--- config.mk ---
export PLATFORM = sky130hd
export DESIGN_NAME = rtp_midi_command_parser_core_flat
export DESIGN_NICKNAME = d
export VERILOG_FILES = /design/src/rtl/rtpm_pkg.sv /design/src/rtl/rtpm_if.sv /design/src/rtl/rtpm_front.sv /design/src/rtl/rtpm_queue.sv /design/src/rtl/rtpm_back.sv /design/src/rtl/rtp_midi_command_parser_core.sv /design/src/flat_wrapper.sv
export VERILOG_INCLUDE_DIRS = /design/src /design/src/rtl
export SDC_FILE = /design/constraint.sdc
export NUM_CORES = 1
export LEC_CHECK = 0
export ABC_AREA = 1
export BUFFER_PORTS_ARGS = -buffer_cell sky130_fd_sc_hd__buf_2
export CAP_MARGIN = 20
export CORE_MARGIN = 1
export CORE_UTILIZATION = 26
export DETAILED_ROUTE_END_ITERATION = 10
export PLACE_DENSITY = 0.45
export SLEW_MARGIN = 0
export SYNTH_ARGS = -nofsm -noshare
export SYNTH_HDL_FRONTEND = slang
export SYNTH_SLANG_ARGS = --single-unit
--- constraint.sdc ---
create_clock -name clk -period 8.6 [get_ports clk]
set_clock_uncertainty 0.05 [all_clocks]
set_input_delay 1.72 -clock clk [delete_from_list [all_inputs] [get_ports clk]]
set_output_delay 1.72 -clock clk [all_outputs]
set_load 0.01 [all_outputs]
--- src/rtl/rtp_midi_command_parser_core_defines.svh ---
// assertion macros for the rtp-midi command parser
// used by the top level only, expects clk and rst_n in scope
`ifndef RTP_MIDI_COMMAND_PARSER_CORE_DEFINES_SVH
`define RTP_MIDI_COMMAND_PARSER_CORE_DEFINES_SVH

// same-cycle implication, checked out of reset
`define RTPM_ASSERT_NOW(lbl, ante, cons, msg) \
  lbl: assert property (@(posedge clk) disable iff (!rst_n) (ante) |-> (cons)) else $error(msg);

// next-cycle implication, checked out of reset
`define RTPM_ASSERT_NEXT(lbl, ante, cons, msg) \
  lbl: assert property (@(posedge clk) disable iff (!rst_n) (ante) |=> (cons)) else $error(msg);

`endif

--- src/rtl/rtpm_pkg.sv ---
// shared types and constants of the rtp-midi command parser
// no dependencies
`default_nettype none

package rtpm_pkg;

  localparam int HEADER_BYTES_DEF = 12;
  localparam int QUEUE_DEPTH_DEF  = 4;

  localparam logic [7:0] SYSEX_START = 8'hF0;
  localparam logic [7:0] SYSEX_END   = 8'hF7;
  localparam logic [7:0] RESET_BYTE  = 8'hFF;
  localparam logic [3:0] PROG_NIB    = 4'hC;
  localparam logic [3:0] CHPR_NIB    = 4'hD;
  localparam logic [7:0] MTC_QF      = 8'hF1;
  localparam logic [7:0] SONG_SEL    = 8'hF3;
  localparam logic [7:0] LEN_MASK    = 8'h0F;

  localparam logic KIND_MIDI = 1'b0;
  localparam logic KIND_SEQ  = 1'b1;

  // everything one packet byte produces: up to two midi bytes, then an optional report
  typedef struct packed {
    logic [1:0]  n_midi;
    logic [7:0]  midi0;
    logic [7:0]  midi1;
    logic        rpt;
    logic [15:0] seq;
  } bndl_t;

  // front to queue
  typedef struct packed {
    logic  push;
    bndl_t data;
  } push_t;

endpackage

`default_nettype wire

--- src/rtl/rtpm_if.sv ---
// valid/ready channel interfaces of the rtp-midi command parser
// no dependencies
`default_nettype none

interface rtpm_in_if;
  logic       valid;
  logic       ready;
  logic [7:0] pkt_byte;
  logic       pkt_start;
  modport source (output valid, output pkt_byte, output pkt_start, input ready);
  modport sink   (input valid, input pkt_byte, input pkt_start, output ready);
endinterface

interface rtpm_out_if;
  logic        valid;
  logic        ready;
  logic        out_kind;
  logic [7:0]  midi_byte;
  logic [15:0] seq_number;
  logic        run_last;
  modport source (output valid, output out_kind, output midi_byte, output seq_number,
                  output run_last, input ready);
  modport sink   (input valid, input out_kind, input midi_byte, input seq_number,
                  input run_last, output ready);
endinterface

`default_nettype wire

--- src/rtl/rtpm_front.sv ---
// front end: accepts packet bytes, runs the header/length/list parser
// depends on rtpm_pkg and rtpm_in_if
`default_nettype none

module rtpm_front #(
  parameter int HEADER_BYTES = rtpm_pkg::HEADER_BYTES_DEF
) (
  input  wire logic           clk,
  input  wire logic           rst_n,
  rtpm_in_if.sink             in_ch,
  input  wire logic           q_full,
  output rtpm_pkg::push_t     q_push
);
  import rtpm_pkg::*;

  typedef enum logic [1:0] {PH_IDLE, PH_HEADER, PH_LEN2, PH_LIST} phase_t;
  typedef enum logic [1:0] {SX_NONE, SX_RELAY, SX_DROP} sysex_t;

  localparam logic [3:0] HDR_LAST = 4'(HEADER_BYTES);

  phase_t      phase_r, phase_nxt;
  logic [3:0]  hdr_cnt_r, hdr_cnt_nxt;
  logic        long_form_r, long_form_nxt;
  logic [11:0] bytes_left_r, bytes_left_nxt;
  logic [7:0]  run_stat_r, run_stat_nxt;
  logic        in_delta_r, in_delta_nxt;
  sysex_t      sysex_r, sysex_nxt;
  logic        data_pend_r, data_pend_nxt;
  logic [15:0] seq_hold_r, seq_hold_nxt;
  bndl_t       bndl;
  logic        accept;

  function automatic bndl_t add_midi(bndl_t x, logic [7:0] v);
    bndl_t y;
    y = x;
    if (x.n_midi == 2'd0) y.midi0 = v;
    else y.midi1 = v;
    y.n_midi = x.n_midi + 2'd1;
    return y;
  endfunction

  function automatic logic one_data(logic [7:0] st);
    return (st[7:4] == PROG_NIB) || (st[7:4] == CHPR_NIB) || (st == MTC_QF) ||
           (st == SONG_SEL);
  endfunction

  assign in_ch.ready = !q_full;
  assign accept      = in_ch.valid && !q_full;

  always_comb begin
    logic [7:0] b;
    b              = in_ch.pkt_byte;
    phase_nxt      = phase_r;
    hdr_cnt_nxt    = hdr_cnt_r;
    long_form_nxt  = long_form_r;
    bytes_left_nxt = bytes_left_r;
    run_stat_nxt   = run_stat_r;
    in_delta_nxt   = in_delta_r;
    sysex_nxt      = sysex_r;
    data_pend_nxt  = data_pend_r;
    seq_hold_nxt   = seq_hold_r;
    bndl           = '0;

    // new packet drops whatever parse was in flight
    if (in_ch.pkt_start) begin
      phase_nxt      = PH_HEADER;
      hdr_cnt_nxt    = '0;
      long_form_nxt  = 1'b0;
      bytes_left_nxt = '0;
      run_stat_nxt   = '0;
      in_delta_nxt   = 1'b0;
      sysex_nxt      = SX_NONE;
      data_pend_nxt  = 1'b0;
    end

    case (phase_nxt)
      PH_HEADER: begin
        if (hdr_cnt_nxt < HDR_LAST) begin
          if (hdr_cnt_nxt == 4'd2) seq_hold_nxt[15:8] = b;
          if (hdr_cnt_nxt == 4'd3) seq_hold_nxt[7:0]  = b;
          hdr_cnt_nxt = hdr_cnt_nxt + 4'd1;
        end else begin
          long_form_nxt  = b[7];
          bytes_left_nxt = {4'd0, b[3:0]};
          if (b[7]) begin
            phase_nxt = PH_LEN2;
          end else if (b[3:0] == 4'd0) begin
            bndl.rpt  = 1'b1;
            phase_nxt = PH_IDLE;
          end else begin
            phase_nxt = PH_LIST;
          end
        end
      end
      PH_LEN2: begin
        bytes_left_nxt = {bytes_left_nxt[3:0], b};
        if (bytes_left_nxt == 12'd0) begin
          bndl.rpt  = 1'b1;
          phase_nxt = PH_IDLE;
        end else begin
          phase_nxt = PH_LIST;
        end
      end
      PH_LIST: begin
        if (data_pend_nxt) begin
          bndl          = add_midi(bndl, b);
          data_pend_nxt = 1'b0;
          in_delta_nxt  = 1'b1;
        end else if (sysex_nxt != SX_NONE) begin
          if (b == SYSEX_START || b == SYSEX_END) begin
            if (sysex_nxt == SX_RELAY) bndl = add_midi(bndl, SYSEX_END);
            sysex_nxt    = SX_NONE;
            in_delta_nxt = 1'b1;
          end else if (sysex_nxt == SX_RELAY) begin
            bndl = add_midi(bndl, b);
          end
        end else if (in_delta_nxt) begin
          if (!b[7]) in_delta_nxt = 1'b0;
        end else if (b == SYSEX_START) begin
          bndl      = add_midi(bndl, b);
          sysex_nxt = SX_RELAY;
        end else if (b == SYSEX_END) begin
          sysex_nxt = SX_DROP;
        end else if (b == RESET_BYTE) begin
          bndl         = add_midi(bndl, b);
          in_delta_nxt = 1'b1;
        end else if (b[7]) begin
          run_stat_nxt = b;
        end else begin
          bndl = add_midi(bndl, run_stat_nxt);
          bndl = add_midi(bndl, b);
          if (one_data(run_stat_nxt)) in_delta_nxt = 1'b1;
          else data_pend_nxt = 1'b1;
        end

        bytes_left_nxt = bytes_left_nxt - 12'd1;
        // list used up: close an open relay, then report
        if (bytes_left_nxt == 12'd0) begin
          if (sysex_nxt == SX_RELAY) bndl = add_midi(bndl, SYSEX_END);
          sysex_nxt     = SX_NONE;
          data_pend_nxt = 1'b0;
          bndl.rpt      = 1'b1;
          phase_nxt     = PH_IDLE;
        end
      end
      default: begin
      end
    endcase

    bndl.seq = bndl.rpt ? seq_hold_nxt : 16'd0;
  end

  assign q_push.push = accept && ((bndl.n_midi != 2'd0) || bndl.rpt);
  assign q_push.data = bndl;

  always_ff @(posedge clk) begin
    if (!rst_n) begin
      phase_r      <= PH_IDLE;
      hdr_cnt_r    <= '0;
      long_form_r  <= 1'b0;
      bytes_left_r <= '0;
      run_stat_r   <= '0;
      in_delta_r   <= 1'b0;
      sysex_r      <= SX_NONE;
      data_pend_r  <= 1'b0;
      seq_hold_r   <= '0;
    end else if (accept) begin
      phase_r      <= phase_nxt;
      hdr_cnt_r    <= hdr_cnt_nxt;
      long_form_r  <= long_form_nxt;
      bytes_left_r <= bytes_left_nxt;
      run_stat_r   <= run_stat_nxt;
      in_delta_r   <= in_delta_nxt;
      sysex_r      <= sysex_nxt;
      data_pend_r  <= data_pend_nxt;
      seq_hold_r   <= seq_hold_nxt;
    end
  end

endmodule

`default_nettype wire

--- src/rtl/rtpm_queue.sv ---
// small register queue of result bundles between front and back
// depends on rtpm_pkg
`default_nettype none

module rtpm_queue #(
  parameter int DEPTH = rtpm_pkg::QUEUE_DEPTH_DEF
) (
  input  wire logic            clk,
  input  wire logic            rst_n,
  input  wire rtpm_pkg::push_t wr,
  input  wire logic            pop,
  output rtpm_pkg::bndl_t      head,
  output logic                 empty,
  output logic                 full
);
  import rtpm_pkg::*;

  localparam int PW = (DEPTH > 1) ? $clog2(DEPTH) : 1;
  localparam int CW = $clog2(DEPTH + 1);
  localparam logic [PW-1:0] PTR_LAST = PW'(DEPTH - 1);
  localparam logic [CW-1:0] CNT_FULL = CW'(DEPTH);

  bndl_t         mem_r [DEPTH];
  logic [PW-1:0] wr_ptr_r, wr_ptr_nxt;
  logic [PW-1:0] rd_ptr_r, rd_ptr_nxt;
  logic [CW-1:0] cnt_r, cnt_nxt;
  logic          do_wr, do_rd;

  assign empty = (cnt_r == '0);
  assign full  = (cnt_r == CNT_FULL);
  assign head  = mem_r[rd_ptr_r];
  assign do_wr = wr.push && !full;
  assign do_rd = pop && !empty;

  always_comb begin
    wr_ptr_nxt = wr_ptr_r;
    rd_ptr_nxt = rd_ptr_r;
    cnt_nxt    = cnt_r;
    if (do_wr) wr_ptr_nxt = (wr_ptr_r == PTR_LAST) ? '0 : wr_ptr_r + PW'(1);
    if (do_rd) rd_ptr_nxt = (rd_ptr_r == PTR_LAST) ? '0 : rd_ptr_r + PW'(1);
    if (do_wr && !do_rd) cnt_nxt = cnt_r + CW'(1);
    else if (do_rd && !do_wr) cnt_nxt = cnt_r - CW'(1);
  end

  always_ff @(posedge clk) begin
    if (!rst_n) begin
      wr_ptr_r <= '0;
      rd_ptr_r <= '0;
      cnt_r    <= '0;
    end else begin
      wr_ptr_r <= wr_ptr_nxt;
      rd_ptr_r <= rd_ptr_nxt;
      cnt_r    <= cnt_nxt;
    end
  end

  always_ff @(posedge clk) begin
    if (do_wr) mem_r[wr_ptr_r] <= wr.data;
  end

endmodule

`default_nettype wire

--- src/rtl/rtpm_back.sv ---
// back end: walks one bundle a result at a time into the output register
// depends on rtpm_pkg and rtpm_out_if
`default_nettype none

module rtpm_back (
  input  wire logic            clk,
  input  wire logic            rst_n,
  input  wire rtpm_pkg::bndl_t head,
  input  wire logic            q_empty,
  output logic                 pop,
  rtpm_out_if.source           out_ch
);
  import rtpm_pkg::*;

  logic [1:0]  idx_r, idx_nxt;
  logic        valid_r, valid_nxt;
  logic        kind_r, kind_nxt;
  logic [7:0]  midi_r, midi_nxt;
  logic [15:0] seq_r, seq_nxt;
  logic        last_r, last_nxt;
  logic [1:0]  total;
  logic        load;
  logic        is_last;

  assign total   = head.n_midi + {1'b0, head.rpt};
  assign is_last = (idx_r == 2'(total - 2'd1));
  assign load    = !q_empty && (!valid_r || out_ch.ready);
  assign pop     = load && is_last;

  always_comb begin
    idx_nxt   = idx_r;
    valid_nxt = valid_r;
    kind_nxt  = kind_r;
    midi_nxt  = midi_r;
    seq_nxt   = seq_r;
    last_nxt  = last_r;
    if (load) begin
      valid_nxt = 1'b1;
      idx_nxt   = is_last ? 2'd0 : idx_r + 2'd1;
      last_nxt  = is_last;
      if (idx_r < head.n_midi) begin
        kind_nxt = KIND_MIDI;
        midi_nxt = (idx_r == 2'd0) ? head.midi0 : head.midi1;
        seq_nxt  = '0;
      end else begin
        kind_nxt = KIND_SEQ;
        midi_nxt = '0;
        seq_nxt  = head.seq;
      end
    end else if (out_ch.ready) begin
      valid_nxt = 1'b0;
    end
  end

  always_ff @(posedge clk) begin
    if (!rst_n) begin
      idx_r   <= '0;
      valid_r <= 1'b0;
    end else begin
      idx_r   <= idx_nxt;
      valid_r <= valid_nxt;
    end
  end

  always_ff @(posedge clk) begin
    kind_r <= kind_nxt;
    midi_r <= midi_nxt;
    seq_r  <= seq_nxt;
    last_r <= last_nxt;
  end

  assign out_ch.valid      = valid_r;
  assign out_ch.out_kind   = kind_r;
  assign out_ch.midi_byte  = midi_r;
  assign out_ch.seq_number = seq_r;
  assign out_ch.run_last   = last_r;

endmodule

`default_nettype wire

--- src/rtl/rtp_midi_command_parser_core.sv ---
// rtp-midi command section parser, top level
// depends on rtpm_pkg, rtpm_if, rtpm_front, rtpm_queue, rtpm_back and the defines header
//
// in_ch: one packet byte per transaction, pkt_start high on byte 0 of each packet.
//   header bytes 2 and 3 hold the sequence number; the byte after the header opens
//   the command section (short or long length form), then the midi list follows.
// out_ch: one result per transaction, out_kind 0 for a forwarded midi byte,
//   1 for the sequence number report when the section ends; run_last marks the
//   last result of one input byte. a byte may give no result, or up to three.
// path: an accepted byte is written into the queue, then the back end loads its
//   first result into the output register.
// throughput: one input byte per cycle while the queue has room; the back end
//   drains one result per cycle while the receiver is ready, so a byte with n results needs n output transactions.
//   the output register is the limit: at most one result leaves per clock.
// queue: QUEUE_DEPTH bundles sit between the parser and the output; in_ch.ready
//   drops only when it is full, so a stalled receiver backs up the queue first.
// reset: synchronous, active low; parser state, queue and output valid clear and
//   the block ignores bytes until it sees pkt_start.
`default_nettype none

`include "rtp_midi_command_parser_core_defines.svh"

module rtp_midi_command_parser_core #(
  parameter int HEADER_BYTES = rtpm_pkg::HEADER_BYTES_DEF,
  parameter int QUEUE_DEPTH  = rtpm_pkg::QUEUE_DEPTH_DEF
) (
  input  wire logic   clk,
  input  wire logic   rst_n,
  rtpm_in_if.sink     in_ch,
  rtpm_out_if.source  out_ch
);
  import rtpm_pkg::*;

  push_t q_push;   // parser output, one bundle per byte that yields anything
  bndl_t q_head;   // oldest bundle waiting for the back end
  logic  q_empty;
  logic  q_full;
  logic  q_pop;

  // front: parses every accepted byte in the cycle it arrives
  rtpm_front #(
    .HEADER_BYTES(HEADER_BYTES)
  ) u_front (
    .clk    (clk),
    .rst_n  (rst_n),
    .in_ch  (in_ch),
    .q_full (q_full),
    .q_push (q_push)
  );

  // decoupling queue
  rtpm_queue #(
    .DEPTH(QUEUE_DEPTH)
  ) u_queue (
    .clk   (clk),
    .rst_n (rst_n),
    .wr    (q_push),
    .pop   (q_pop),
    .head  (q_head),
    .empty (q_empty),
    .full  (q_full)
  );

  // back: serializes a bundle into single results
  rtpm_back u_back (
    .clk     (clk),
    .rst_n   (rst_n),
    .head    (q_head),
    .q_empty (q_empty),
    .pop     (q_pop),
    .out_ch  (out_ch)
  );

  // a report always closes the run of results of its byte
  `RTPM_ASSERT_NOW(a_rpt_is_last, out_ch.valid && out_ch.out_kind == KIND_SEQ, out_ch.run_last, "report not last")
  // the unused seq field of a midi result is zero
  `RTPM_ASSERT_NOW(a_midi_seq_zero, out_ch.valid && out_ch.out_kind == KIND_MIDI, out_ch.seq_number == 16'd0, "seq set on midi result")
  // the back end never pops an empty queue
  `RTPM_ASSERT_NOW(a_no_empty_pop, q_pop, !q_empty, "pop from empty queue")
  // a pop loads the last result of its bundle into the output register
  `RTPM_ASSERT_NEXT(a_pop_shows_last, q_pop, out_ch.valid && out_ch.run_last, "pop without last result")

endmodule

`default_nettype wire
--- src/flat_wrapper.sv ---
// flat-port wrapper written by rule: the top's interface ports become plain ports
module rtp_midi_command_parser_core_flat import rtpm_pkg::*;
#(
  parameter int HEADER_BYTES = rtpm_pkg::HEADER_BYTES_DEF,
  parameter int QUEUE_DEPTH  = rtpm_pkg::QUEUE_DEPTH_DEF
)
  (clk, rst_n, in_ch_valid, in_ch_pkt_byte, in_ch_pkt_start, in_ch_ready, out_ch_valid, out_ch_out_kind, out_ch_midi_byte, out_ch_seq_number, out_ch_run_last, out_ch_ready);
  rtpm_in_if in_ch_i ();
  rtpm_out_if out_ch_i ();
  input  wire logic clk;
  input  wire logic rst_n;
  input wire logic [$bits(in_ch_i.valid)-1:0] in_ch_valid;
  input wire logic [$bits(in_ch_i.pkt_byte)-1:0] in_ch_pkt_byte;
  input wire logic [$bits(in_ch_i.pkt_start)-1:0] in_ch_pkt_start;
  output wire logic [$bits(in_ch_i.ready)-1:0] in_ch_ready;
  output wire logic [$bits(out_ch_i.valid)-1:0] out_ch_valid;
  output wire logic [$bits(out_ch_i.out_kind)-1:0] out_ch_out_kind;
  output wire logic [$bits(out_ch_i.midi_byte)-1:0] out_ch_midi_byte;
  output wire logic [$bits(out_ch_i.seq_number)-1:0] out_ch_seq_number;
  output wire logic [$bits(out_ch_i.run_last)-1:0] out_ch_run_last;
  input wire logic [$bits(out_ch_i.ready)-1:0] out_ch_ready;
  assign in_ch_i.valid = in_ch_valid;
  assign in_ch_i.pkt_byte = in_ch_pkt_byte;
  assign in_ch_i.pkt_start = in_ch_pkt_start;
  assign in_ch_ready = in_ch_i.ready;
  assign out_ch_valid = out_ch_i.valid;
  assign out_ch_out_kind = out_ch_i.out_kind;
  assign out_ch_midi_byte = out_ch_i.midi_byte;
  assign out_ch_seq_number = out_ch_i.seq_number;
  assign out_ch_run_last = out_ch_i.run_last;
  assign out_ch_i.ready = out_ch_ready;
  rtp_midi_command_parser_core #(.HEADER_BYTES(HEADER_BYTES), .QUEUE_DEPTH(QUEUE_DEPTH)) u_core (.clk(clk), .rst_n(rst_n), .in_ch(in_ch_i), .out_ch(out_ch_i));
endmodule
After elaboration in Yosys (flattened, before gate mapping):

Memory sizes are Yosys's and may differ from the RTL's. A register that Yosys moved wholly into a read port is not among the register bits.
Index checks and enable logic that the tools add are counted.

* output and inout port bits: 28
* memories: 1
* bits in writable memories: 140
* flip-flop bits (word level): 82
* input bits: 13

* muxes and demuxes: 94
* order comparisons: 2
* $add $sub $neg: 10
* equal/unequal tests: 18
* reduce and logical (&&, ||, !) cells: 29

Memory list
* u_core.u_queue.mem_r: words 4, bits a word 35, rd ports 1, clocked after memory_dff 1, write ports 1, RTL line rtpm_queue.sv:23 `bndl_t mem_r [DEPTH];`

Operators by type and width (number)
* $mux 35: 11
* $mux 8: 14
* $mux 34: 2
* $mux 16: 3
* $mux 2: 21
* $eq 8x8->1 const B: 5
* $pmux 12 s3: 1
* $mux 1: 32
* $logic_not 12->1: 2
* $mux 12: 2
* $mux 18: 1
* $mux 4: 3
* $sub 12x1->12 const B: 1
* $add 2x1->2 const B: 4
* $eq 2x2->1 const B: 4
* $eq 4x2->1 const B: 2
* $eq 4x4->1 const B: 2
* $logic_and 1x1->1: 8
* $reduce_bool 2->1: 4
* $eq 2x1->1 const B: 3
* $logic_or 1x1->1: 6
* $mux 3: 2
* $pmux 2 s3: 1
* $logic_not 1->1: 5
* 13 further kinds: 14

Longest topological paths before layout:

Gate-level depths: netlist of the first run.

* depth after elaboration: 22
* gate-level depth with buffers: 24
* gate-level depth less buffers: 24

Modules after synthesis:

From an unflattened synthesis of the first run, not the netlist that was laid out.

* cells, all modules: 1144
* area, all modules: 10685.2 µm²

By module, submodules not included
* rtpm_queue: instances 1, cells an instance 410, area an instance 5675.4 µm², seq. area each 4384.2 µm²
* rtpm_front: instances 1, cells an instance 609, area an instance 3718.6 µm², seq. area each 920.9 µm²
* rtpm_back: instances 1, cells an instance 125, area an instance 1291.2 µm², seq. area each 840.8 µm²

Least setup slack after synthesis of the first run:

No wires, ideal clock.

* kind: in2reg
* start point: input port in_ch_pkt_byte[6]
* end point: memory u_core.u_queue.mem_r[0][0] in the netlist's numbering (enable)
* cell stages on the path: 17
* data arrival time: 4.767 ns
* slack: 3.356 ns
* library setup time: 0.427 ns
* cells stage by stage: nand2_1 > nor2_2 > nand4_1 > nor2_2 > inv_1 > nand2_2 > nand2_1 > nand3_1 > inv_1 > ha_1 > nand3b_1 > nand2_1 > nand2_1 > nand3_1 > nand2_2 > nand2_2 > nor2_1

* longest elaborated chain between the ends: 18
* elaborated cells on any way between the ends: 33

RTL lines
* start, declared: RTL line flat_wrapper.sv:13 `input wire logic [$bits(in_ch_i.pkt_byte)-1:0] in_ch_pkt_byte;`
* $eq 8x8->1: RTL line rtpm_front.sv:124 `end else if (b == RESET_BYTE) begin`
* $mux 35: RTL line rtpm_front.sv:124
* $mux 35: RTL line rtpm_front.sv:122 `end else if (b == SYSEX_END) begin`
* $mux 35: RTL line rtpm_front.sv:119 `end else if (b == SYSEX_START) begin`
* $mux 35: RTL line rtpm_front.sv:117 `end else if (in_delta_nxt) begin`
* $mux 35: RTL line rtpm_front.sv:109 `end else if (sysex_nxt != SX_NONE) begin`
* $mux 35: RTL line rtpm_front.sv:105 `if (data_pend_nxt) begin`
* $mux 35: RTL line rtpm_front.sv:76 `case (phase_nxt)`
* (+2 left out)
* $mux 35: RTL line rtpm_front.sv:138 `if (bytes_left_nxt == 12'd0) begin`
* $mux 18: RTL line rtpm_front.sv:76
* $reduce_bool 2->1: RTL line rtpm_front.sv:153 `assign q_push.push = accept && ((bndl.n_midi != 2'd0) || bndl.rpt);`
* $logic_or 1x1->1 *: RTL line rtpm_front.sv:153
* $logic_and 1x1->1 *: RTL line rtpm_front.sv:153
* $logic_and 1x1->1 *: RTL line rtpm_queue.sv:32 `assign do_wr = wr.push && !full;`
* $mux 1 *: RTL line rtpm_queue.sv:58 `if (do_wr) mem_r[wr_ptr_r] <= wr.data;`
* $mux 1 (not written as such) *: RTL line rtpm_queue.sv:58
* end, declared: RTL line rtpm_queue.sv:23

Mark *: on every way between the ends. The rest lies on a longest branch, timed or not. The select of a mux whose other input is x is not followed.

Worst setup path after layout of the first run:

* start point: input port in_ch_pkt_byte[1]
* end point: register u_core.u_queue.cnt_r[2]

* longest elaborated chain between the ends: 19
* elaborated cells on any way between the ends: 40

RTL lines
* $eq 8x8->1: RTL line rtpm_front.sv:124
* $mux 35: RTL line rtpm_front.sv:124
* $mux 35: RTL line rtpm_front.sv:122
* $mux 35: RTL line rtpm_front.sv:119
* $mux 35: RTL line rtpm_front.sv:117
* $mux 35: RTL line rtpm_front.sv:109
* $mux 35: RTL line rtpm_front.sv:105
* $mux 35: RTL line rtpm_front.sv:76
* (+4 left out)
* $reduce_bool 2->1: RTL line rtpm_front.sv:153
* $logic_or 1x1->1 *: RTL line rtpm_front.sv:153
* $logic_and 1x1->1 *: RTL line rtpm_front.sv:153
* $logic_and 1x1->1 *: RTL line rtpm_queue.sv:32
* net u_core.u_queue.do_wr: RTL line rtpm_queue.sv:27 `logic do_wr, do_rd;`
* $logic_not 1->1: RTL line rtpm_queue.sv:42 `else if (do_rd && !do_wr) cnt_nxt = cnt_r - CW'(1);`
* $logic_and 1x1->1: RTL line rtpm_queue.sv:42
* $reduce_bool 2->1 (no source line)
* end signal, assigned: RTL line rtpm_queue.sv:53 `cnt_r <= cnt_nxt;`
* end, declared: RTL line rtpm_queue.sv:26 `logic [CW-1:0] cnt_r, cnt_nxt;`

The timed path passes the listed nets; every way through them passes the cells marked *. The select of a mux whose other input is x is not followed.
A chain may end at the register's enable or synchronous reset.

==> results of run 1 <==
-- layout make-up --
class / count / area (µm²) / area share [%]
clock inverter: 13 / 151 / 1.26
inverter: 119 / 447 / 3.72
multi-input combinational: 718 / 3600 / 30.0
sequential: 224 / 6150 / 51.2
tap: 518 / 648 / 5.39
timing repair buffer: 52 / 290 / 2.42
clock buffer: 35 / 726 / 6.04
-- worst register-to-register path, stage by stage, from the launching register on --
cell and delay [ns]:
dfxtp_2 0.31, buf_4 0.32, clkinv_1 0.57, buf_4 0.49
nand2_1 0.15, nand3_1 0.07, nand2_1 0.13, ha_1 0.17
xor2_1 0.18, xor2_1 0.16, inv_1 0.05, nor2_1 0.53
nand2_1 0.21, ha_1 0.23, inv_1 0.11, fa_1 0.40
o21ai_0 0.16, a21oi_1 0.05
-- metrics by stage --
| step | setup slack, ns | hold WS (ns) |
|---|---|---|
| after floorplan | 3.36 | 0.387 |
| after global placement | 3.09 | 0.408 |
| after detailed placement | 3.04 | 0.407 |
| after CTS | 3.58 | 0.416 |
| after global routing | 3.40 | 0.460 |
| final | 3.67 | 0.415 |
-- cells in the final DEF, fill, tap and decap left out, types with 2 or more instances in the layout --
cell,count
a211oi_1,4
a21oi_1,87
a22oi_1,4
a31oi_1,3
a32o_1,2
buf_2,40
buf_4,12
bufinv_16,3
clkbuf_1,6
clkbuf_16,27
clkbuf_8,2
clkinv_1,6
clkinv_2,5
clkinvlp_4,2
dfxtp_1,57
edfxtp_1,166
ha_1,13
inv_1,108
inv_2,6
nand2_1,149
nand2_2,12
nand3_1,32
nand4_1,9
nor2_1,179
nor2_2,13
nor2_4,6
nor3_1,3
o211ai_1,32
o21ai_0,124
o21ai_1,3
o221ai_1,7
o22ai_1,20
xor2_1,3
-- registers in the layout (all words and copies together), names as in the netlist, 2 cells and up, named ones only --
register,flops
u_core.u_queue.mem_r,140
u_core.u_front.phase_r,2
u_core.u_front.bytes_left_r,12
u_core.u_queue.cnt_r,3
u_core.u_back.idx_r,2
u_core.u_back.out_ch.midi_byte,8
u_core.u_queue.wr_ptr_r,2
u_core.u_front.seq_hold_r,16
u_core.u_back.out_ch.seq_number,16
u_core.u_front.hdr_cnt_r,4
u_core.u_queue.rd_ptr_r,2
u_core.u_front.run_stat_r,8
u_core.u_front.sysex_r,2
-- power breakdown --
| group | internal [W] | switching [W] |
|---|---|---|
| registers | 0.00119 | 0.0000155 |
| clock network | 0.000683 | 0.000446 |
| logic | 0.0000724 | 0.000175 |
-- layer usage --
metal / share of wire (%) / wire, µm
met1: 48 / 13700
met2: 46 / 12900
met3: 4.0 / 1150
met4: 1.9 / 535
met5: 0 / 0
-- kinds of logic after synthesis --
kind of cell               count (synthesis)  share of synthesized area (%)
DFF                                      224                           59.4
xor gates and xnor gates                   4                          0.338
and+or+nand+nor                          409                           16.5
adders and majority gates                 14                           1.76
AOI/OAI and AO/OA                        291                           15.8
buffers and inverters                    167                           6.27
-- cells in the mapped netlist (20+ instances only) --
| library cell | instances | area, µm² |
|---|---|---|
| a21oi_1 | 87 | 435 |
| clkbuf_1 | 37 | 139 |
| dfxtp_1 | 58 | 1160 |
| edfxtp_1 | 166 | 4980 |
| inv_1 | 109 | 409 |
| nand2_1 | 149 | 559 |
| nand3_1 | 32 | 160 |
| nor2_1 | 183 | 687 |
| o211ai_1 | 32 | 240 |
| o21ai_0 | 124 | 621 |
| o22ai_1 | 20 | 125 |
-- worst max-delay path by stage --
stage	to	start	slack (ns)
6_report	u_core.u_queue.cnt_r[2]	in_ch_pkt_byte[1]	3.67
5_1_grt	u_core.u_queue.cnt_r[2]	in_ch_pkt_byte[1]	3.40
4_1_cts	u_core.u_queue.cnt_r[2]	in_ch_pkt_byte[1]	3.58
3_5_place_dp	u_core.u_queue.cnt_r[2]	in_ch_pkt_byte[1]	3.04
3_3_place_gp	u_core.u_queue.cnt_r[2]	in_ch_pkt_byte[1]	3.09
2_1_floorplan	u_core.u_queue.mem_r[0][0]	in_ch_pkt_byte[6]	3.36
==> summary.txt, run 1 <==
Global route
  • Met3 Resource Use GR: 1.52%
  • Met1 usage: 19.4%
  • Grt ovf: 0
  • First-pass GRT wire length: 44600 µm
  • Pin count of the biggest net entering global routing: 80
  • Total GRT Usage: 14.0%
  • Busiest grt layer: met2
  • Initial antenna violation count: 0
  • Vias in the first global route: 7643
  • Met2 Resource Use GR: 23.0%

Critical path
  • Slowest stage delay, CP: 0.44 ns
  • Flop2flop setup slack: 4.15 ns
  • Setup Crit Path Kind: primary input to flop
  • R2R cell count: 17
  • CP delay by family, top: simple AND/OR/NAND/NOR gates
  • Worst path most repeated cell: nand2_1
  • Startpoint Class: primary input
  • CP max-delay cell: fa_1
  • WP data required: 8.97 ns
  • Worst reg2reg path endpoint: u_core.u_queue.cnt_r[1]
  • WP data arrival: 5.30 ns
  • Crit end category: flop
  • Cell chain of the critical path: buf_2, inv_1, nand2_1, nor2_1, nand2_1, nand2_2, nand2_1, nand3_1, inv_1, ha_1, nand3b_1, nand2_1, nand2_1, nand3_1, nand2_2, nand2_2, inv_1, ha_1, inv_1, fa_1, a21oi_1, o21ai_0, o21ai_0, a21oi_1
  • Critical path buffers and inverters: 5
  • Critical path depth: 24
  • Peak fanout along the critical path: 7

Placement
  • Placed Instance Area: 11100 µm²
  • IO Port Bufs: 40
  • DPL Wire Length: 18100 µm
  • Dpl cells: 1631
  • Final GP Congestion: 0.884

Drt
  • Via density: 4.64
  • Routed Antenna Nets: 0
  • Via count: 7787
  • DRC: 0
  • TritonRoute pass-1 iters: 5
  • DR iter-0 viols: 489
  • Final wirelength: 28300 µm
  • Drt wl/cell: 16.9 µm

Layout
  • N_diodes: 0
  • Final std cells w/o fill: 1679
  • Fillcell total: 4076
  • Area grow syn2layout: 16.0%
  • Layout cells sized above 1: 11.7%
  • Core Util, Final: 30.8%
  • Design area: 12000 µm²
  • Net count, final: 1169

Timing
  • Setup tns final: 0 ns
  • Final hold violations: 0
  • Max-slew headroom: 39.6%
  • Period minus WS final: 4.93 ns
  • # setup viols final: 0
  • RSZ-0062 raised after global routing: false
  • Worst slew pin tran: 0.907 ns
  • F_max: 0.203 GHz
  • Fin crit share: 57.3%
  • Pins Over Slew Limit: 0

Power
  • Design Power: 0.00258 W
  • Pwr Density: 215 nW/µm²
  • Leakage power total: 4.63 nW
  • VDD IR max: 147 µV

Yosys
  • Unique masters post-synth: 41
  • Sequential cell area fraction in the yosys report: 59.4%
  • Mapped Cells: 1109
  • Register bit total from synthesis: 224
  • Commonest register cell after synthesis: edfxtp_1
  • Mean Syn Cell Area: 9.34 µm²
  • Post-synth EDFFs: 166
  • Asr flop ratio synth: 0%
  • Synth Net Count: 1136
  • Mapped Area: 10400 µm²
  • Synth warn: 0

Floorplanning
  • Cell Rows: 72
  • IO Count: 41
  • Core region area: 39000 µm²
  • Die Wd: 202 µm
  • Initial Util: 26.5%
  • Die Ht: 202 µm
  • Die Area: 40600 µm²

Clocking
  • Number of setup buffers added after CTS: 0
  • TritonCTS Buffers: 27
  • Clock tree from TritonCTS: done
  • Worst-Skew Late Latency: 0.53 ns
  • H-tree depth: 1
  • Hold-fix buffers at CTS: 0
  • Reg clk slew, reported paths: 0.06 ns
  • Root Buffer: clkbuf_16
  • Cts repair resizes: 0
  • Max clock buf depth: 3
  • Clk sinks: 224

Worst hold path
  • Hold EP: u_core.u_front.phase_r[1]
  • Worst Hold Launch: u_core.u_front.phase_r[1]
  • Hold path depth: 2
  • Min-delay worst type: flop to flop

Job
  • Max Cap Violations: 0

Run status
  • Outcome: finished, final reports clean
Power figures use the tool's default switching activity.
==> run 2, diff against run 1 <==
Settings changed: PLACE_DENSITY 0.45 to 0.47.
Clock period 8.6 ns to 4.2 ns, I/O delays scaled along.
==> summary.txt, run 2 (synthesis gave the netlist of run 1 again) <==
Drt
  • Drt wl/cell: 16.6 µm
  • DR iter-0 viols: 500
  • DRC: 0
  • Via density: 4.66
  • Final wirelength: 28500 µm
  • Routed Antenna Nets: 0
  • Via count: 7981
  • TritonRoute pass-1 iters: 5

Layout
  • Max FFs per register: 140
  • Most frequent cells in the layout: nor2_1, edfxtp_1, nand2_1
  • Biggest register: u_core.u_queue.mem_r
  • Reg area: 6150 µm²
  • Net count, final: 1202
  • N_diodes: 0
  • Fillcell total: 4034
  • Layout cells sized above 1: 14.2%
  • Area grow syn2layout: 19.1%
  • Multi-input logic area: 3600 µm²
  • Most common cell after layout, fill and taps aside: nor2_1

Power
  • Internal power: 0.00401 W
  • VDD IR max: 340 µV
  • Clk pwr share: 43.9%
  • Flop pwr share: 46.2%
  • Psw: 0.00132 W
  • Leakage power total: 4.81 nW
  • Combinational share of power: 9.9%
  • Net Sw Frac: 24.8%
  • Pwr Density: 432 nW/µm²

Floorplanning
  • Initial Util: 26.5%
  • Die Wd: 202 µm
  • Die Area: 40600 µm²
  • Die Ht: 202 µm
  • Core region area: 39000 µm²
  • Cell Rows: 72
  • IO Count: 41

Critical path
  • Worst flop-to-flop path startpoint: u_core.u_front.bytes_left_r[3]
  • Crit end category: flop
  • Worst path most repeated cell: nand2_1
  • Critical Path Source: in_ch_pkt_start
  • Peak fanout along the critical path: 16
  • WP data arrival: 3.80 ns
  • Slowest stage delay, CP: 0.43 ns
  • Startpoint Class: primary input
  • CP max-delay cell: fa_1
  • Cell chain of the critical path: buf_2, inv_2, buf_4, nand2_1, nand2_1, nor2_1, nand2_1, nand2_1, nand2_2, nor2_4, nand3_1, nor2_2, nor2_2, nor2_2, nand2_2, nand2_2, inv_1, ha_1, inv_1, fa_1, a21oi_1, o21ai_0, o21ai_0, a21oi_1
  • Setup Crit Path Kind: primary input to flop
  • WP data required: 4.55 ns

Run status
  • Outcome: finished, final reports clean

Timing
  • Pins Over Slew Limit: 0
  • Final hold violations: 0
  • Fin crit share: 82.0%
  • RSZ-0062 raised after global routing: false
  • Period minus WS final: 3.44 ns
  • Max-slew headroom: 46.6%
  • F_max: 0.290 GHz
  • Slack of the critical path: 0.756 ns
  • # setup viols final: 0
  • Worst slew pin tran: 0.795 ns
  • Setup tns final: 0 ns

Placement
  • IO Port Bufs: 40
  • Final GP Congestion: 0.923
  • DPL Wire Length: 18400 µm
  • Pre-CTS setup slack: 0.197 ns

Clocking
  • Cts repair resizes: 0
  • Max clock buf depth: 3
  • H-tree depth: 1
  • Root Buffer: clkbuf_16
  • Clk sinks: 224
  • Hold-fix buffers at CTS: 0
  • Number of setup buffers added after CTS: 0
  • TritonCTS Buffers: 26
  • Worst-Skew Late Latency: 0.53 ns
  • Clock tree from TritonCTS: done
  • Reg clk slew, reported paths: 0.06 ns

Worst hold path
  • Worst Hold Launch: u_core.u_front.hdr_cnt_r[0]
  • Min-delay worst type: flop to flop

Global route
  • Initial antenna violation count: 0
  • Grt ovf: 0
  • Pin count of the biggest net entering global routing: 80
  • Vias in the first global route: 7711
  • Total GRT Usage: 14.0%
  • First-pass GRT wire length: 44500 µm

Job
  • Max Cap Violations: 0
run 2: changes by cell type in the layout (fill, tap and decap cells not counted):
cell	delta
buf_12	+4
buf_4	+30
bufinv_16	+1
clkbuf_1	-4
clkbuf_8	-2
clkinv_1	+4
clkinv_2	-2
clkinv_8	+1
clkinvlp_4	+1
run 2: layer usage:
| layer | share of wire (%) | GRT usage, % | vias to the layer above | wire [µm] |
|---|---|---|---|---|
| li1 | - | - | 3951 | - |
| met1 | 48 | 19.6 | 3819 | 13600 |
| met2 | 46 | 23.0 | 168 | 13200 |
| met3 | 4.2 | 1.55 | 43 | 1200 |
| met4 | 1.7 | 3.06 | 0 | 489 |
| met5 | 0 | 0 | - | 0 |
run 2: power groups by stage:
stage | Sequential (W) | Clock [W] | Combinational, W
6_report | 0.00246 | 0.00234 | 0.000528
5_1_grt | 0.00247 | 0.00250 | 0.000594
4_1_cts | 0.00246 | 0.00241 | 0.000537
3_5_place_dp | 0.00251 | 0 | 0.000535
3_3_place_gp | 0.00251 | 0 | 0.000533
2_1_floorplan | 0.00252 | 0 | 0.000332
run 2: area by class of cell:
cell class | instances | area share (%)
well taps | 518 | 5.25
clock buffers | 29 | 5.54
flip-flops and latches | 224 | 49.8
inverters | 119 | 3.62
repair buffers | 86 | 4.83
clock inverters | 18 | 1.70
multi-input cells | 718 | 29.2
run 2: final timing paths:
check / end / slack (ns) / cells past startpoint
hold reg to reg: u_core.u_front.hdr_cnt_r[0] / 0.42 / 2
hold / removal: u_core.u_front.hdr_cnt_r[0] / 0.42 / 2
setup reg to reg: u_core.u_queue.cnt_r[2] / 1.01 / 20
setup / recovery: u_core.u_queue.cnt_r[2] / 0.76 / 24
run 2: through the flow:
stage	total power (W)	hold WS [ns]	cell area [µm²]	instances	util (%)
floorplan	0.00285	0.387	10400	1109	-
global placement	0.00304	0.404	11400	1665	29.3
detailed placement	0.00304	0.413	11400	1665	29.3
CTS	0.00541	0.423	12300	1712	31.6
global route	0.00556	0.444	12300	1712	31.6
finish	0.00533	0.425	12300	1712	31.6
run 2: worst max-delay path: cells and delay by family:
family	cells	cell delay [ns]
AO/OA/AOI/OAI	4	0.47
adder cells (fa/ha/maj)	2	0.56
buffers and inverters	5	0.73
AND/OR/NAND/NOR	13	1.19
==> run 3, diff against run 2 <==
Settings changed: PLACE_DENSITY 0.47 to 0.45.
Clock period 4.2 ns to 3.2 ns, I/O delays scaled along.
==> summary.txt, run 3 (synthesis gave the netlist of run 1 again) <==
Run status
  • Outcome: finished, final reports clean

Drt
  • Drt wl/cell: 16.0 µm
  • DRC: 0
  • Via count: 8103
  • Final wirelength: 28700 µm
  • Via density: 4.53
  • Routed Antenna Nets: 0
  • TritonRoute pass-1 iters: 5
  • DR iter-0 viols: 415

Power
  • Leakage power total: 5.14 nW
  • Pwr Density: 503 nW/µm²
  • VDD IR max: 341 µV

Clocking
  • TritonCTS Buffers: 27
  • H-tree depth: 1
  • Clk sinks: 224
  • Root Buffer: clkbuf_16
  • Worst-Skew Late Latency: 0.53 ns
  • Max clock buf depth: 3
  • Clock tree from TritonCTS: done
  • Number of setup buffers added after CTS: 0
  • Reg clk slew, reported paths: 0.06 ns

Layout
  • Layout cells sized above 1: 19.6%
  • Most common cell after layout, fill and taps aside: nor2_1
  • Max FFs per register: 140
  • Biggest register: u_core.u_queue.mem_r
  • Fillcell total: 4028
  • Net count, final: 1275
  • Area grow syn2layout: 24.9%
  • Most frequent cells in the layout: nor2_1, edfxtp_1, nand2_1
  • Design area: 12900 µm²
  • N_diodes: 0
  • Final std cells w/o fill: 1787

Placement
  • IO Port Bufs: 40
  • Final GP Congestion: 0.847
  • Dpl cells: 1737
  • Placed Instance Area: 12100 µm²
  • DPL Wire Length: 19500 µm
  • Pre-CTS setup slack: -0.229 ns

Floorplanning
  • Die Area: 40600 µm²
  • Die Wd: 202 µm
  • Die Ht: 202 µm
  • Core region area: 39000 µm²
  • IO Count: 41
  • Cell Rows: 72
  • Initial Util: 26.5%

Timing
  • F_max: 0.344 GHz
  • Worst slew pin tran: 0.599 ns
  • Slack of the critical path: 0.293 ns
  • # setup viols final: 0
  • Setup tns final: 0 ns
  • Period minus WS final: 2.91 ns
  • Max-slew headroom: 60.1%
  • Final hold violations: 0
  • Fin crit share: 90.8%
  • RSZ-0062 raised after global routing: false
  • Pins Over Slew Limit: 0

Critical path
  • CP delay by family, top: simple AND/OR/NAND/NOR gates
  • R2R cell count: 19
  • Crit end category: flop
  • Setup Crit Path Kind: flop to flop
  • WP data required: 3.57 ns
  • Startpoint Class: flop
  • Cell chain of the critical path: o21ai_0, nand2_1, inv_2, nand2_1, nand2_1, nand2_1, nor2_2, nand3_1, nor2_2, nor2_2, nor2_2, nand2_4, nand2_8, inv_4, ha_4, inv_2, fa_2, o21ai_0, a21oi_1
  • WP data arrival: 3.27 ns
  • Peak fanout along the critical path: 3
  • CP max-delay cell: fa_2
  • Slowest stage delay, CP: 0.41 ns
  • Worst reg2reg path endpoint: u_core.u_queue.cnt_r[1]
  • Worst flop-to-flop path startpoint: u_core.u_front.bytes_left_r[0]
  • Critical path buffers and inverters: 3
  • Flop2flop setup slack: 0.29 ns

Global route
  • Vias in the first global route: 7953
  • First-pass GRT wire length: 45400 µm
  • Pin count of the biggest net entering global routing: 53
  • Initial antenna violation count: 0
  • Grt ovf: 0
  • Total GRT Usage: 14.2%

Worst hold path
  • Min-delay worst type: flop to flop
  • Worst Hold Launch: u_core.u_front.phase_r[1]
  • Hold EP: u_core.u_front.phase_r[1]
  • Hold path depth: 2

Job
  • Max Cap Violations: 0
==> run 3: stage by stage <==
| stage | hold slack [ns] | power, W | utilization [%] |
|---|---|---|---|
| 2_1_floorplan | 0.387 | 0.00375 | - |
| 3_3_place_gp | 0.404 | 0.00360 | 31.0 |
| 3_5_place_dp | 0.408 | 0.00360 | 31.0 |
| 4_1_cts | 0.418 | 0.00660 | 33.2 |
| 5_1_grt | 0.461 | 0.00676 | 33.2 |
| 6_report | 0.415 | 0.00651 | 33.2 |
==> run 3: what timing repair did <==
item | CTS | global route
resized for setup | 0 | 2
endpoints found under the setup margin | 0 | 1
hold buffers | 0 | 0
==> run 3: worst min-delay path, delay by kind of cell (launching register included) <==
family	cells	cell delay, ns
AO/OA/AOI/OAI	1	0.05
flip-flops	1	0.31
AND/OR/NAND/NOR	1	0.06
==> run 3: power by group <==
group          switching, W  internal [W]  total, W  leakage, nW
logic              0.000247      0.000152  0.000398         2.72
clock network       0.00120       0.00177   0.00297        0.411
registers         0.0000235       0.00312   0.00314         2.01
==> run 3: layer usage <==
layer | part of all wire (%) | GRT usage, % | vias up
li1 | - | - | 4104
met3 | 3.9 | 1.85 | 40
met5 | 0 | 0 | -
met2 | 46 | 23.2 | 133
met4 | 1.7 | 3.33 | 0
met1 | 48 | 19.9 | 3826
==> run 3: worst max path at each step <==
stage	start	endpoint	slack, ns	cells past startpoint
floorplan	in_ch_pkt_byte[4]	u_core.u_queue.cnt_r[2]	-0.02	24
global placement	in_ch_pkt_start	u_core.u_queue.cnt_r[2]	-0.17	23
detailed placement	in_ch_pkt_start	u_core.u_queue.cnt_r[1]	-0.23	21
CTS	u_core.u_front.bytes_left_r[2]	u_core.u_queue.cnt_r[1]	0.19	19
global route	u_core.u_front.bytes_left_r[1]	u_core.u_queue.cnt_r[1]	0.06	19
finish	u_core.u_front.bytes_left_r[0]	u_core.u_queue.cnt_r[1]	0.29	19
==> run 3: cell type report <==
class / instances / area [µm²] / share of cell area [%]
Inverter: 119 / 449 / 3.47
Multi-Input combinational cell: 718 / 3670 / 28.4
Timing Repair Buffer: 158 / 1160 / 8.98
Tap cell: 518 / 648 / 5.01
Clock buffer: 40 / 744 / 5.76
Clock inverter: 10 / 115 / 0.890
Sequential cell: 224 / 6150 / 47.5
